File: config.mk
export PLATFORM = sky130hd
export DESIGN_NAME = motion_controller_reply_parser_flat
export DESIGN_NICKNAME = d
export VERILOG_FILES = /design/src/rtl/core/mcrp_pkg.sv /design/src/rtl/core/mcrp_if.sv /design/src/rtl/core/motion_controller_reply_parser.sv /design/src/flat_wrapper.sv
export VERILOG_INCLUDE_DIRS = /design/src /design/src/rtl/core
export SDC_FILE = /design/constraint.sdc
export NUM_CORES = 1
export LEC_CHECK = 0
export ABC_AREA = 1
export BUFFER_PORTS_ARGS = -buffer_cell sky130_fd_sc_hd__clkbuf_2
export CORE_MARGIN = 4
export CORE_UTILIZATION = 24
export DETAILED_ROUTE_END_ITERATION = 6
export GPL_TIMING_DRIVEN = 0
export SYNTH_ARGS = -nofsm -noshare
export SYNTH_HDL_FRONTEND = slang
export SYNTH_SLANG_ARGS = --single-unit
File: constraint.sdc
create_clock -name clk_i -period 9.5 [get_ports clk_i]
set_clock_uncertainty 0.05 [all_clocks]
set_input_delay 0.95 -clock clk_i [delete_from_list [all_inputs] [get_ports clk_i]]
set_output_delay 0.95 -clock clk_i [all_outputs]
set_load 0.02 [all_outputs]
File: src/rtl/core/motion_controller_reply_parser_defines.svh
`ifndef MOTION_CONTROLLER_REPLY_PARSER_DEFINES_SVH
`define MOTION_CONTROLLER_REPLY_PARSER_DEFINES_SVH

// Check prop on every clock edge outside reset.
`define MCRP_ASSERT(label, prop, msg) \
  label: assert property (@(posedge clk_i) disable iff (!rst_ni) (prop)) else $error(msg);

// When ante holds, cons must hold on the next clock edge.
`define MCRP_ASSERT_NEXT(label, ante, cons, msg) \
  label: assert property (@(posedge clk_i) disable iff (!rst_ni) (ante) |=> (cons)) \
    else $error(msg);

`endif

File: src/rtl/core/mcrp_pkg.sv
package mcrp_pkg;

  localparam int ChanW  = 2;
  localparam int ByteW  = 8;
  localparam int EventW = 4;
  localparam int AxisW  = 2;
  localparam int ValueW = 16;

  typedef enum logic [4:0] {
    ST_FIND = 5'd0,
    ST_HOM1 = 5'd1,
    ST_HOM2 = 5'd2,
    ST_OK1  = 5'd3,
    ST_OK2  = 5'd4,
    ST_OK3  = 5'd5,
    ST_RST1 = 5'd6,
    ST_RST2 = 5'd7,
    ST_AL1  = 5'd8,
    ST_AL2  = 5'd9,
    ST_AL3  = 5'd10,
    ST_AL4  = 5'd11,
    ST_AL5  = 5'd12,
    ST_WP1  = 5'd13,
    ST_WP2  = 5'd14,
    ST_WP3  = 5'd15,
    ST_WP4  = 5'd16,
    ST_WP5  = 5'd17,
    ST_STAT = 5'd18
  } parse_state_e;

  typedef enum logic [1:0] {
    PH_SPACE  = 2'd0,
    PH_DIGITS = 2'd1,
    PH_DONE   = 2'd2
  } num_phase_e;

  typedef enum logic [3:0] {
    EV_HOMING   = 4'd0,
    EV_OK       = 4'd1,
    EV_RESET    = 4'd2,
    EV_SOFT     = 4'd3,
    EV_DOOR     = 4'd4,
    EV_HARD     = 4'd5,
    EV_HOMEFAIL = 4'd6,
    EV_AXIS     = 4'd7,
    EV_END      = 4'd8,
    EV_RUN      = 4'd9,
    EV_IDLE     = 4'd10,
    EV_ALARM    = 4'd11,
    EV_HOLD     = 4'd12
  } event_e;

  typedef enum logic {
    FN_BYTE  = 1'b0,
    FN_CLEAR = 1'b1
  } func_e;

  localparam logic [7:0] CH_DOLLAR = 8'h24;
  localparam logic [7:0] CH_LO_O   = 8'h6f;
  localparam logic [7:0] CH_UP_R   = 8'h52;
  localparam logic [7:0] CH_UP_W   = 8'h57;
  localparam logic [7:0] CH_LT     = 8'h3c;
  localparam logic [7:0] CH_GT     = 8'h3e;
  localparam logic [7:0] CH_UP_A   = 8'h41;
  localparam logic [7:0] CH_UP_H   = 8'h48;
  localparam logic [7:0] CH_LO_K   = 8'h6b;
  localparam logic [7:0] CH_CR     = 8'h0d;
  localparam logic [7:0] CH_LF     = 8'h0a;
  localparam logic [7:0] CH_COLON  = 8'h3a;
  localparam logic [7:0] CH_LO_E   = 8'h65;
  localparam logic [7:0] CH_UP_L   = 8'h4c;
  localparam logic [7:0] CH_UP_P   = 8'h50;
  localparam logic [7:0] CH_SPACE  = 8'h20;
  localparam logic [7:0] CH_COMMA  = 8'h2c;
  localparam logic [7:0] CH_UP_S   = 8'h53;
  localparam logic [7:0] CH_UP_D   = 8'h44;
  localparam logic [7:0] CH_LO_A   = 8'h61;
  localparam logic [7:0] CH_UP_I   = 8'h49;
  localparam logic [7:0] CH_MINUS  = 8'h2d;
  localparam logic [7:0] CH_PLUS   = 8'h2b;
  localparam logic [7:0] CH_ZERO   = 8'h30;
  localparam logic [7:0] CH_NINE   = 8'h39;
  localparam logic [7:0] CH_TAB    = 8'h09;

endpackage

File: src/rtl/core/mcrp_if.sv
interface mcrp_in_if;
  logic                        valid;
  logic                        ready;
  logic                        func;
  logic [mcrp_pkg::ChanW-1:0]  channel;
  logic [mcrp_pkg::ByteW-1:0]  rx_byte;

  modport source (output valid, output func, output channel, output rx_byte, input ready);
  modport sink   (input valid, input func, input channel, input rx_byte, output ready);
endinterface

interface mcrp_out_if;
  logic                               valid;
  logic                               ready;
  logic [mcrp_pkg::ChanW-1:0]         channel_out;
  logic [mcrp_pkg::EventW-1:0]        event_code;
  logic [mcrp_pkg::AxisW-1:0]         axis_index;
  logic signed [mcrp_pkg::ValueW-1:0] axis_value;

  modport source (output valid, output channel_out, output event_code, output axis_index,
                  output axis_value, input ready);
  modport sink   (input valid, input channel_out, input event_code, input axis_index,
                  input axis_value, output ready);
endinterface

File: src/rtl/core/motion_controller_reply_parser.sv
// Reply parser for the serial links of up to CHANNELS motion controllers.
// Input channel in_i: one beat carries a received byte for one link, or a
// clear command (func = 1) that returns that link's parser to its find state.
// Output channel out_o: one beat per recognized event (homing, ok, reset,
// alarm kinds, status kinds, one beat per position number, report end).
// Beats for a link number at or above CHANNELS are dropped.
// An accepted beat passes the input register, then the result register, before
// its event shows on out_o. Throughput: one beat per cycle while out_o is not
// stalled; the per-link state is read, updated and written back between the
// two registers, so back-to-back beats on the same link need no bypass.
// The result register parts the two sides: while a result waits, one more
// input beat is taken into the input register, then in_i.ready drops until
// out_o.ready drains the result.
// Reset clears the input and result valid flags and puts every link's parser
// in its find state with an empty number.
`include "motion_controller_reply_parser_defines.svh"

module motion_controller_reply_parser #(
  parameter int CHANNELS     = 3,
  parameter int NUMBER_CHARS = 15,
  parameter int AXES         = 3
) (
  input  logic              clk_i,
  input  logic              rst_ni,
  mcrp_in_if.sink           in_i,
  mcrp_out_if.source        out_o
);

  localparam int ChIdxW = (CHANNELS > 1) ? $clog2(CHANNELS) : 1;
  localparam int CcW    = $clog2(NUMBER_CHARS + 1);
  localparam int ValW   = mcrp_pkg::ValueW;
  localparam int AxW    = mcrp_pkg::AxisW;

  // Input register
  logic                          s1_valid_q;
  logic                          s1_func_q;
  logic [mcrp_pkg::ChanW-1:0]    s1_ch_q;
  logic [mcrp_pkg::ByteW-1:0]    s1_byte_q;

  // Per-link parser state
  mcrp_pkg::parse_state_e        st_q  [CHANNELS];
  logic [mcrp_pkg::AxisW-1:0]    ax_q  [CHANNELS];
  logic [CcW-1:0]                cc_q  [CHANNELS];
  logic [ValW-1:0]               acc_q [CHANNELS];
  mcrp_pkg::num_phase_e          ph_q  [CHANNELS];
  logic                          neg_q [CHANNELS];

  // Result register
  logic                          out_valid_q;
  logic [mcrp_pkg::ChanW-1:0]    out_ch_q;
  mcrp_pkg::event_e              out_ev_q;
  logic [mcrp_pkg::AxisW-1:0]    out_ax_q;
  logic [ValW-1:0]               out_val_q;

  logic                          in_fire;
  logic                          s1_adv;
  logic                          ch_ok;
  logic                          s1_fire;
  logic [ChIdxW-1:0]             idx;

  mcrp_pkg::parse_state_e        st_cur, st_d;
  logic [mcrp_pkg::AxisW-1:0]    ax_cur, ax_d;
  logic [CcW-1:0]                cc_cur, cc_d;
  logic [ValW-1:0]               acc_cur, acc_d;
  mcrp_pkg::num_phase_e          ph_cur, ph_d;
  logic                          neg_cur, neg_d;

  logic                          emit;
  mcrp_pkg::event_e              ev_d;
  logic [mcrp_pkg::AxisW-1:0]    ev_ax_d;
  logic [ValW-1:0]               ev_val_d;

  logic                          is_digit;
  logic                          is_blank;
  logic [ValW-1:0]               acc_times10;

  assign s1_adv   = !out_valid_q || out_o.ready;
  assign in_i.ready = !s1_valid_q || s1_adv;
  assign in_fire  = in_i.valid && in_i.ready;
  assign ch_ok    = 32'(s1_ch_q) < CHANNELS;
  assign s1_fire  = s1_valid_q && s1_adv && ch_ok;
  assign idx      = ch_ok ? ChIdxW'(s1_ch_q) : '0;

  assign st_cur  = st_q[idx];
  assign ax_cur  = ax_q[idx];
  assign cc_cur  = cc_q[idx];
  assign acc_cur = acc_q[idx];
  assign ph_cur  = ph_q[idx];
  assign neg_cur = neg_q[idx];

  assign is_digit = (s1_byte_q >= mcrp_pkg::CH_ZERO) && (s1_byte_q <= mcrp_pkg::CH_NINE);
  assign is_blank = (s1_byte_q == mcrp_pkg::CH_SPACE) ||
                    ((s1_byte_q >= mcrp_pkg::CH_TAB) && (s1_byte_q <= mcrp_pkg::CH_CR));
  assign acc_times10 = (acc_cur << 3) + (acc_cur << 1);

  always_ff @(posedge clk_i or negedge rst_ni) begin
    if (!rst_ni) begin
      s1_valid_q <= 1'b0;
    end else if (in_fire) begin
      s1_valid_q <= 1'b1;
    end else if (s1_adv) begin
      s1_valid_q <= 1'b0;
    end
  end

  always_ff @(posedge clk_i) begin
    if (in_fire) begin
      s1_func_q <= in_i.func;
      s1_ch_q   <= in_i.channel;
      s1_byte_q <= in_i.rx_byte;
    end
  end

  always_comb begin
    st_d     = st_cur;
    ax_d     = ax_cur;
    cc_d     = cc_cur;
    acc_d    = acc_cur;
    ph_d     = ph_cur;
    neg_d    = neg_cur;
    emit     = 1'b0;
    ev_d     = mcrp_pkg::EV_HOMING;
    ev_ax_d  = '0;
    ev_val_d = '0;

    if (s1_func_q == mcrp_pkg::FN_CLEAR) begin
      st_d  = mcrp_pkg::ST_FIND;
      ax_d  = '0;
      cc_d  = '0;
      acc_d = '0;
      ph_d  = mcrp_pkg::PH_SPACE;
      neg_d = 1'b0;
    end else begin
      unique case (st_cur)
        mcrp_pkg::ST_FIND: begin
          if (s1_byte_q == mcrp_pkg::CH_DOLLAR)      st_d = mcrp_pkg::ST_HOM1;
          else if (s1_byte_q == mcrp_pkg::CH_LO_O)   st_d = mcrp_pkg::ST_OK1;
          else if (s1_byte_q == mcrp_pkg::CH_UP_R)   st_d = mcrp_pkg::ST_RST1;
          else if (s1_byte_q == mcrp_pkg::CH_UP_W)   st_d = mcrp_pkg::ST_WP1;
          else if (s1_byte_q == mcrp_pkg::CH_LT)     st_d = mcrp_pkg::ST_STAT;
          else if (s1_byte_q == mcrp_pkg::CH_UP_A)   st_d = mcrp_pkg::ST_AL1;
        end
        mcrp_pkg::ST_HOM1: begin
          st_d = (s1_byte_q == mcrp_pkg::CH_UP_H) ? mcrp_pkg::ST_HOM2 : mcrp_pkg::ST_FIND;
        end
        mcrp_pkg::ST_HOM2: begin
          if (s1_byte_q == mcrp_pkg::CH_LF) begin
            st_d = mcrp_pkg::ST_FIND;
            emit = 1'b1;
            ev_d = mcrp_pkg::EV_HOMING;
          end
        end
        mcrp_pkg::ST_OK1: begin
          st_d = (s1_byte_q == mcrp_pkg::CH_LO_K) ? mcrp_pkg::ST_OK2 : mcrp_pkg::ST_FIND;
        end
        mcrp_pkg::ST_OK2: begin
          st_d = (s1_byte_q == mcrp_pkg::CH_CR) ? mcrp_pkg::ST_OK3 : mcrp_pkg::ST_FIND;
        end
        mcrp_pkg::ST_OK3: begin
          if (s1_byte_q == mcrp_pkg::CH_LF) begin
            st_d = mcrp_pkg::ST_FIND;
            emit = 1'b1;
            ev_d = mcrp_pkg::EV_OK;
          end
        end
        mcrp_pkg::ST_RST1: begin
          st_d = (s1_byte_q == mcrp_pkg::CH_LO_E) ? mcrp_pkg::ST_RST2 : mcrp_pkg::ST_FIND;
        end
        mcrp_pkg::ST_RST2: begin
          if (s1_byte_q == mcrp_pkg::CH_LF) begin
            st_d = mcrp_pkg::ST_FIND;
            emit = 1'b1;
            ev_d = mcrp_pkg::EV_RESET;
          end
        end
        mcrp_pkg::ST_AL1: begin
          st_d = (s1_byte_q == mcrp_pkg::CH_UP_L) ? mcrp_pkg::ST_AL2 : mcrp_pkg::ST_FIND;
        end
        mcrp_pkg::ST_AL2: begin
          if (s1_byte_q == mcrp_pkg::CH_COLON) st_d = mcrp_pkg::ST_AL3;
        end
        mcrp_pkg::ST_AL3: begin
          st_d = (s1_byte_q == mcrp_pkg::CH_SPACE) ? mcrp_pkg::ST_AL4 : mcrp_pkg::ST_FIND;
        end
        mcrp_pkg::ST_AL4: begin
          // hold until one of the alarm letters shows up
          if (s1_byte_q == mcrp_pkg::CH_UP_H) begin
            st_d = mcrp_pkg::ST_AL5;
          end else if (s1_byte_q == mcrp_pkg::CH_UP_S) begin
            st_d = mcrp_pkg::ST_FIND;
            emit = 1'b1;
            ev_d = mcrp_pkg::EV_SOFT;
          end else if (s1_byte_q == mcrp_pkg::CH_UP_D) begin
            st_d = mcrp_pkg::ST_FIND;
            emit = 1'b1;
            ev_d = mcrp_pkg::EV_DOOR;
          end
        end
        mcrp_pkg::ST_AL5: begin
          st_d = mcrp_pkg::ST_FIND;
          if (s1_byte_q == mcrp_pkg::CH_LO_A) begin
            emit = 1'b1;
            ev_d = mcrp_pkg::EV_HARD;
          end else if (s1_byte_q == mcrp_pkg::CH_LO_O) begin
            emit = 1'b1;
            ev_d = mcrp_pkg::EV_HOMEFAIL;
          end
        end
        mcrp_pkg::ST_WP1: begin
          st_d = (s1_byte_q == mcrp_pkg::CH_UP_P) ? mcrp_pkg::ST_WP2 : mcrp_pkg::ST_FIND;
        end
        mcrp_pkg::ST_WP2: begin
          if (s1_byte_q == mcrp_pkg::CH_COLON) st_d = mcrp_pkg::ST_WP3;
        end
        mcrp_pkg::ST_WP3: begin
          if ((s1_byte_q == mcrp_pkg::CH_COMMA) || (s1_byte_q == mcrp_pkg::CH_GT)) begin
            emit     = 1'b1;
            ev_d     = mcrp_pkg::EV_AXIS;
            ev_ax_d  = ax_cur;
            ev_val_d = neg_cur ? (~acc_cur + ValW'(1)) : acc_cur;
            cc_d     = '0;
            acc_d    = '0;
            ph_d     = mcrp_pkg::PH_SPACE;
            neg_d    = 1'b0;
            if (32'(ax_cur) + 32'd1 >= AXES) begin
              ax_d = '0;
              st_d = mcrp_pkg::ST_WP4;
            end else begin
              ax_d = ax_cur + AxW'(1);
            end
          end else if (32'(cc_cur) < NUMBER_CHARS) begin
            cc_d = cc_cur + CcW'(1);
            unique case (ph_cur)
              mcrp_pkg::PH_SPACE: begin
                if (is_blank) begin
                  ph_d = mcrp_pkg::PH_SPACE;
                end else if (s1_byte_q == mcrp_pkg::CH_MINUS) begin
                  neg_d = 1'b1;
                  ph_d  = mcrp_pkg::PH_DIGITS;
                end else if (s1_byte_q == mcrp_pkg::CH_PLUS) begin
                  ph_d = mcrp_pkg::PH_DIGITS;
                end else if (is_digit) begin
                  ph_d  = mcrp_pkg::PH_DIGITS;
                  acc_d = acc_times10 + ValW'(s1_byte_q[3:0]);
                end else begin
                  ph_d = mcrp_pkg::PH_DONE;
                end
              end
              mcrp_pkg::PH_DIGITS: begin
                if (is_digit) acc_d = acc_times10 + ValW'(s1_byte_q[3:0]);
                else          ph_d  = mcrp_pkg::PH_DONE;
              end
              default: begin
                ph_d = ph_cur;
              end
            endcase
          end
        end
        mcrp_pkg::ST_WP4: begin
          if (s1_byte_q == mcrp_pkg::CH_CR) st_d = mcrp_pkg::ST_WP5;
        end
        mcrp_pkg::ST_WP5: begin
          if (s1_byte_q == mcrp_pkg::CH_LF) begin
            st_d = mcrp_pkg::ST_FIND;
            emit = 1'b1;
            ev_d = mcrp_pkg::EV_END;
          end
        end
        mcrp_pkg::ST_STAT: begin
          st_d = mcrp_pkg::ST_FIND;
          if (s1_byte_q == mcrp_pkg::CH_UP_R) begin
            emit = 1'b1;
            ev_d = mcrp_pkg::EV_RUN;
          end else if (s1_byte_q == mcrp_pkg::CH_UP_I) begin
            emit = 1'b1;
            ev_d = mcrp_pkg::EV_IDLE;
          end else if (s1_byte_q == mcrp_pkg::CH_UP_A) begin
            emit = 1'b1;
            ev_d = mcrp_pkg::EV_ALARM;
          end else if (s1_byte_q == mcrp_pkg::CH_UP_H) begin
            emit = 1'b1;
            ev_d = mcrp_pkg::EV_HOLD;
          end
        end
        default: begin
          st_d = mcrp_pkg::ST_FIND;
        end
      endcase
    end
  end

  always_ff @(posedge clk_i or negedge rst_ni) begin
    if (!rst_ni) begin
      for (int i = 0; i < CHANNELS; i++) begin
        st_q[i]  <= mcrp_pkg::ST_FIND;
        ax_q[i]  <= '0;
        cc_q[i]  <= '0;
        acc_q[i] <= '0;
        ph_q[i]  <= mcrp_pkg::PH_SPACE;
        neg_q[i] <= 1'b0;
      end
    end else if (s1_fire) begin
      st_q[idx]  <= st_d;
      ax_q[idx]  <= ax_d;
      cc_q[idx]  <= cc_d;
      acc_q[idx] <= acc_d;
      ph_q[idx]  <= ph_d;
      neg_q[idx] <= neg_d;
    end
  end

  always_ff @(posedge clk_i or negedge rst_ni) begin
    if (!rst_ni) begin
      out_valid_q <= 1'b0;
    end else if (s1_fire && emit) begin
      out_valid_q <= 1'b1;
    end else if (out_o.ready) begin
      out_valid_q <= 1'b0;
    end
  end

  always_ff @(posedge clk_i) begin
    if (s1_fire && emit) begin
      out_ch_q  <= s1_ch_q;
      out_ev_q  <= ev_d;
      out_ax_q  <= ev_ax_d;
      out_val_q <= ev_val_d;
    end
  end

  assign out_o.valid       = out_valid_q;
  assign out_o.channel_out = out_ch_q;
  assign out_o.event_code  = out_ev_q;
  assign out_o.axis_index  = out_ax_q;
  assign out_o.axis_value  = out_val_q;

  `MCRP_ASSERT(a_out_chan_range, !out_valid_q || (32'(out_ch_q) < CHANNELS),
    "result beat carries a link number out of range")
  `MCRP_ASSERT(a_out_non_axis_zero,
    !out_valid_q || (out_ev_q == mcrp_pkg::EV_AXIS) || ((out_ax_q == '0) && (out_val_q == '0)),
    "non-axis event carries axis index or value")
  `MCRP_ASSERT(a_axis_cnt_range, !(s1_valid_q && ch_ok) || (32'(ax_cur) < AXES),
    "axis counter of the link beyond the axis count")
  `MCRP_ASSERT_NEXT(a_s1_hold, s1_valid_q && !s1_adv,
    s1_valid_q && $stable(s1_ch_q) && $stable(s1_byte_q),
    "input register lost its beat while the result was stalled")

endmodule

File: src/flat_wrapper.sv
// flat-port wrapper written by rule: the top's interface ports become plain ports
module motion_controller_reply_parser_flat 
#(
  parameter int CHANNELS     = 3,
  parameter int NUMBER_CHARS = 15,
  parameter int AXES         = 3
)
  (clk_i, rst_ni, in_i_valid, in_i_func, in_i_channel, in_i_rx_byte, in_i_ready, out_o_valid, out_o_channel_out, out_o_event_code, out_o_axis_index, out_o_axis_value, out_o_ready);
  mcrp_in_if in_i_i ();
  mcrp_out_if out_o_i ();
  input  logic clk_i;
  input  logic rst_ni;
  input wire logic [$bits(in_i_i.valid)-1:0] in_i_valid;
  input wire logic [$bits(in_i_i.func)-1:0] in_i_func;
  input wire logic [$bits(in_i_i.channel)-1:0] in_i_channel;
  input wire logic [$bits(in_i_i.rx_byte)-1:0] in_i_rx_byte;
  output wire logic [$bits(in_i_i.ready)-1:0] in_i_ready;
  output wire logic [$bits(out_o_i.valid)-1:0] out_o_valid;
  output wire logic [$bits(out_o_i.channel_out)-1:0] out_o_channel_out;
  output wire logic [$bits(out_o_i.event_code)-1:0] out_o_event_code;
  output wire logic [$bits(out_o_i.axis_index)-1:0] out_o_axis_index;
  output wire logic [$bits(out_o_i.axis_value)-1:0] out_o_axis_value;
  input wire logic [$bits(out_o_i.ready)-1:0] out_o_ready;
  assign in_i_i.valid = in_i_valid;
  assign in_i_i.func = in_i_func;
  assign in_i_i.channel = in_i_channel;
  assign in_i_i.rx_byte = in_i_rx_byte;
  assign in_i_ready = in_i_i.ready;
  assign out_o_valid = out_o_i.valid;
  assign out_o_channel_out = out_o_i.channel_out;
  assign out_o_event_code = out_o_i.event_code;
  assign out_o_axis_index = out_o_i.axis_index;
  assign out_o_axis_value = out_o_i.axis_value;
  assign out_o_i.ready = out_o_ready;
  motion_controller_reply_parser #(.CHANNELS(CHANNELS), .NUMBER_CHARS(NUMBER_CHARS), .AXES(AXES)) u_core (.clk_i(clk_i), .rst_ni(rst_ni), .in_i(in_i_i), .out_o(out_o_i));
endmodule
==> results.txt <==
status: completed
worst-path maximum fanout: 10
placed cells: 1589
Primary FF master, synth: dfrtp_1
Mapped Avg Cell Area: 7.44 sq um
Post-DRT Antenna Nets: 0
worst setup path class: flop to flop
DR WL/cell: 15.3 um
Top delay family on crit path: adder cells
Fin. Hold Viols: 0
total core area: 0.0336 sq mm
Design Area, Final: 0.00955 sq mm
first-pass GRT wire length: 39600 um
Fmax: 205 MHz
clk root buf: clkbuf_16
Via Count: 7683
# diodes: 0
EDFF count, synth: 35
worst setup path startpoint: u_core.s1_ch_q[1]
CP Data Arrival Time: 5.11 ns
num rows: 67
setup violators final: 0
RSZ-0062 raised after global routing: no
Initial DRC Count: 753
final non-filler cell total: 1621
Crit. End Element: flop
Slew HR: 0.228
Peak VDD IR: 136 uV
CTS clk-pin slew, worst paths: 0.06 ns
flop and latch count out of synthesis: 127
Slew @ Worst Pin: 1.16 ns
Max Cap Viol: 0
top library cells by usage in the layout, fill and taps aside: nand2_1 (314), inv_1 (114), nor2_1 (102)
starting density of the core: 0.243
setup bufs post-CTS: 0
commonest non-fill, non-tap cell in the layout: nand2_1
# resized after CTS: 0
Leakage: 4.53 nW
Post-Syn Nets: 1150
Reg area: 0.00335 sq mm
vias per std cell: 4.74
Req. time, crit path: 9.74 ns
Final GP Congestion: 0.912
hold crit path type: flop to flop
Ports: 41
First-pass DRT Iterations: 5
fillers: 3622
antenna violations before repair: 0
RR Startpoint: u_core.s1_ch_q[1]
share of post-route cells with drive strength above 1: 0.120
clock buffer count from CTS: 17
R2R Setup Slk: 4.63 ns
Worst path max stage delay: 0.57 ns
Area growth syn-to-layout: 16.8%
setup TNS: 0 ns
H-tree levels: 4
Syn. warnings: 0
Startpoint Class: flop
Total GRT Usage: 0.135
CTS tree: done
Remaining Overflow, GRT: 0
drc violations: 0
drt total wl: 24800 um
worst-path cell chain: inv_1 > ha_1 > buf_4 > buf_4 > nand2_1 > a32oi_1 > inv_1 > fa_1 > fa_1 > nand3_1 > nand2_1 > a21boi_0 > o21ai_0 > nand2_1 > nand2_1 > nand2_1 > nand3_1 > nand3_1 > o21ai_1
Final period util: 0.513
Power Density: 171 mW/mm^2
minimum clock period after layout: 4.87 ns
count of input and output buffers: 40
CP Buf/Inv Count: 4
Cells after Synth: 1100
die height: 193 um
Cell variety after synth: 53
Post-synth ARST share: 0.724
CP dominant cell by count: nand2_1
hold_buf cts: 0
later-pin clock latency in the skew report: 0.43 ns
min-delay src: u_core.st_q[6]
largest net degree at the start of global routing: 50
sequential fraction of the synthesis area: 0.410
post-DP HPWL: 18700 um
Final Max Tran Viols: 0
Worst path slowest cell: fa_1
CTS Sinks: 127
Cell Area, Synth: 0.00818 sq mm
DIE AREA: 0.0371 sq mm
placed cell area: 0.00897 sq mm
clock buffer depth: 2
NumNets Final: 1210
area of the multi-input gates: 0.00417 sq mm
vias in the first global route: 7262
DIE WIDTH: 193 um
-- worst min-delay path: stages, from the launching register on --
cell	delay, ns
dfrtp_1	0.34
nand2_1	0.05
nand2_1	0.05
-- final timing paths --
| path | end | depth (start not counted) |
|---|---|---|
| worst max-delay path | u_core.acc_q[30] | 19 |
| worst min-delay path | u_core.st_q[6] | 2 |
| worst max register to register | u_core.acc_q[30] | 19 |
| worst min register to register | u_core.st_q[6] | 2 |
| max in group asynchronous | u_core.st_q[12] | 2 |
| min in group asynchronous | u_core.acc_q[43] | 1 |
-- state kept, by name, indices dropped and copies added, names as in the netlist, 3 cells and up --
signal / flops
u_core.out_o.axis_value: 16
u_core.cc_q: 12
u_core.st_q: 15
u_core.neg_q: 3
u_core.out_o.event_code: 4
u_core.acc_q: 48
u_core.s1_byte_q: 8
u_core.ax_q: 6
u_core.ph_q: 6
-- routing by layer --
metal  vias to the layer above  part of all wire  track usage
li1                       3744                 -            -
met1                      3633              0.47        0.192
met2                       259              0.45        0.213
met3                        47             0.053       0.0195
met4                         0             0.023       0.0428
met5                         -                 0            0
-- cell families after synthesis --
family	count (synthesis)	synth area share
AOI/OAI and AO/OA	203	0.145
xor gates and xnor gates	7	0.00749
adders and majority gates	35	0.0554
buffers and inverters	157	0.0798
DFF	127	0.410
and+or+nand+nor	571	0.302
-- per-stage QoR --
stage	utilization	power, mW	worst slack [ns]	hold slack (ns)
finish	0.284	1.64	4.63	0.431
global route	0.284	1.72	4.31	0.457
CTS	0.284	1.64	4.64	0.432
detailed placement	0.267	0.992	4.67	0.416
global placement	0.266	0.986	4.67	0.410
floorplan	-	0.893	5.69	0.394
-- layout make-up --
type                    count  share of cell area
clock buffers              19              0.0475
repair buffers             41              0.0241
inverters                 122              0.0479
flip-flops and latches    127               0.351
multi-input cells         816               0.437
well taps                 448              0.0587
clock inverters            13              0.0135
plain buffers              35              0.0204
-- Yosys cell counts, types with 2 or more instances --
library cell  count  area (sq um)
a21oi_1          39           195
a21oi_2           9          78.8
a31oi_1           7          43.8
a31oi_2           2          25.0
a32oi_2           4          65.1
buf_2             3          15.0
buf_4             6          45.0
buf_6             5          56.3
clkbuf_1         20          75.1
dfrtp_1          92          2300
edfxtp_1         35          1050
fa_1              2          40.0
ha_1             33           413
inv_1           114           428
inv_2             7          26.3
nand2_1         314          1180
nand2_2           8          50.1
nand2_4           6          67.6
nand3_1          94           470
nand4_1          14          87.6
nor2_1          102           383
nor2_2            3          18.8
nor2_4            2          22.5
nor3_1           10          50.1
o211ai_1          5          37.5
o21a_1            2          15.0
o21ai_0          65           325
o21ai_1          57           285
o31ai_1           2          15.0
or2_0             2          12.5
or2_2             9          56.3
xnor2_1           3          26.3
xor2_1            4          35.0
-- where the power goes --
group	internal, mW	switching (mW)
clock network	0.381	0.268
logic	0.112	0.238
registers	0.611	0.0265
No activity file was read; power rests on OpenSTA's default activity.
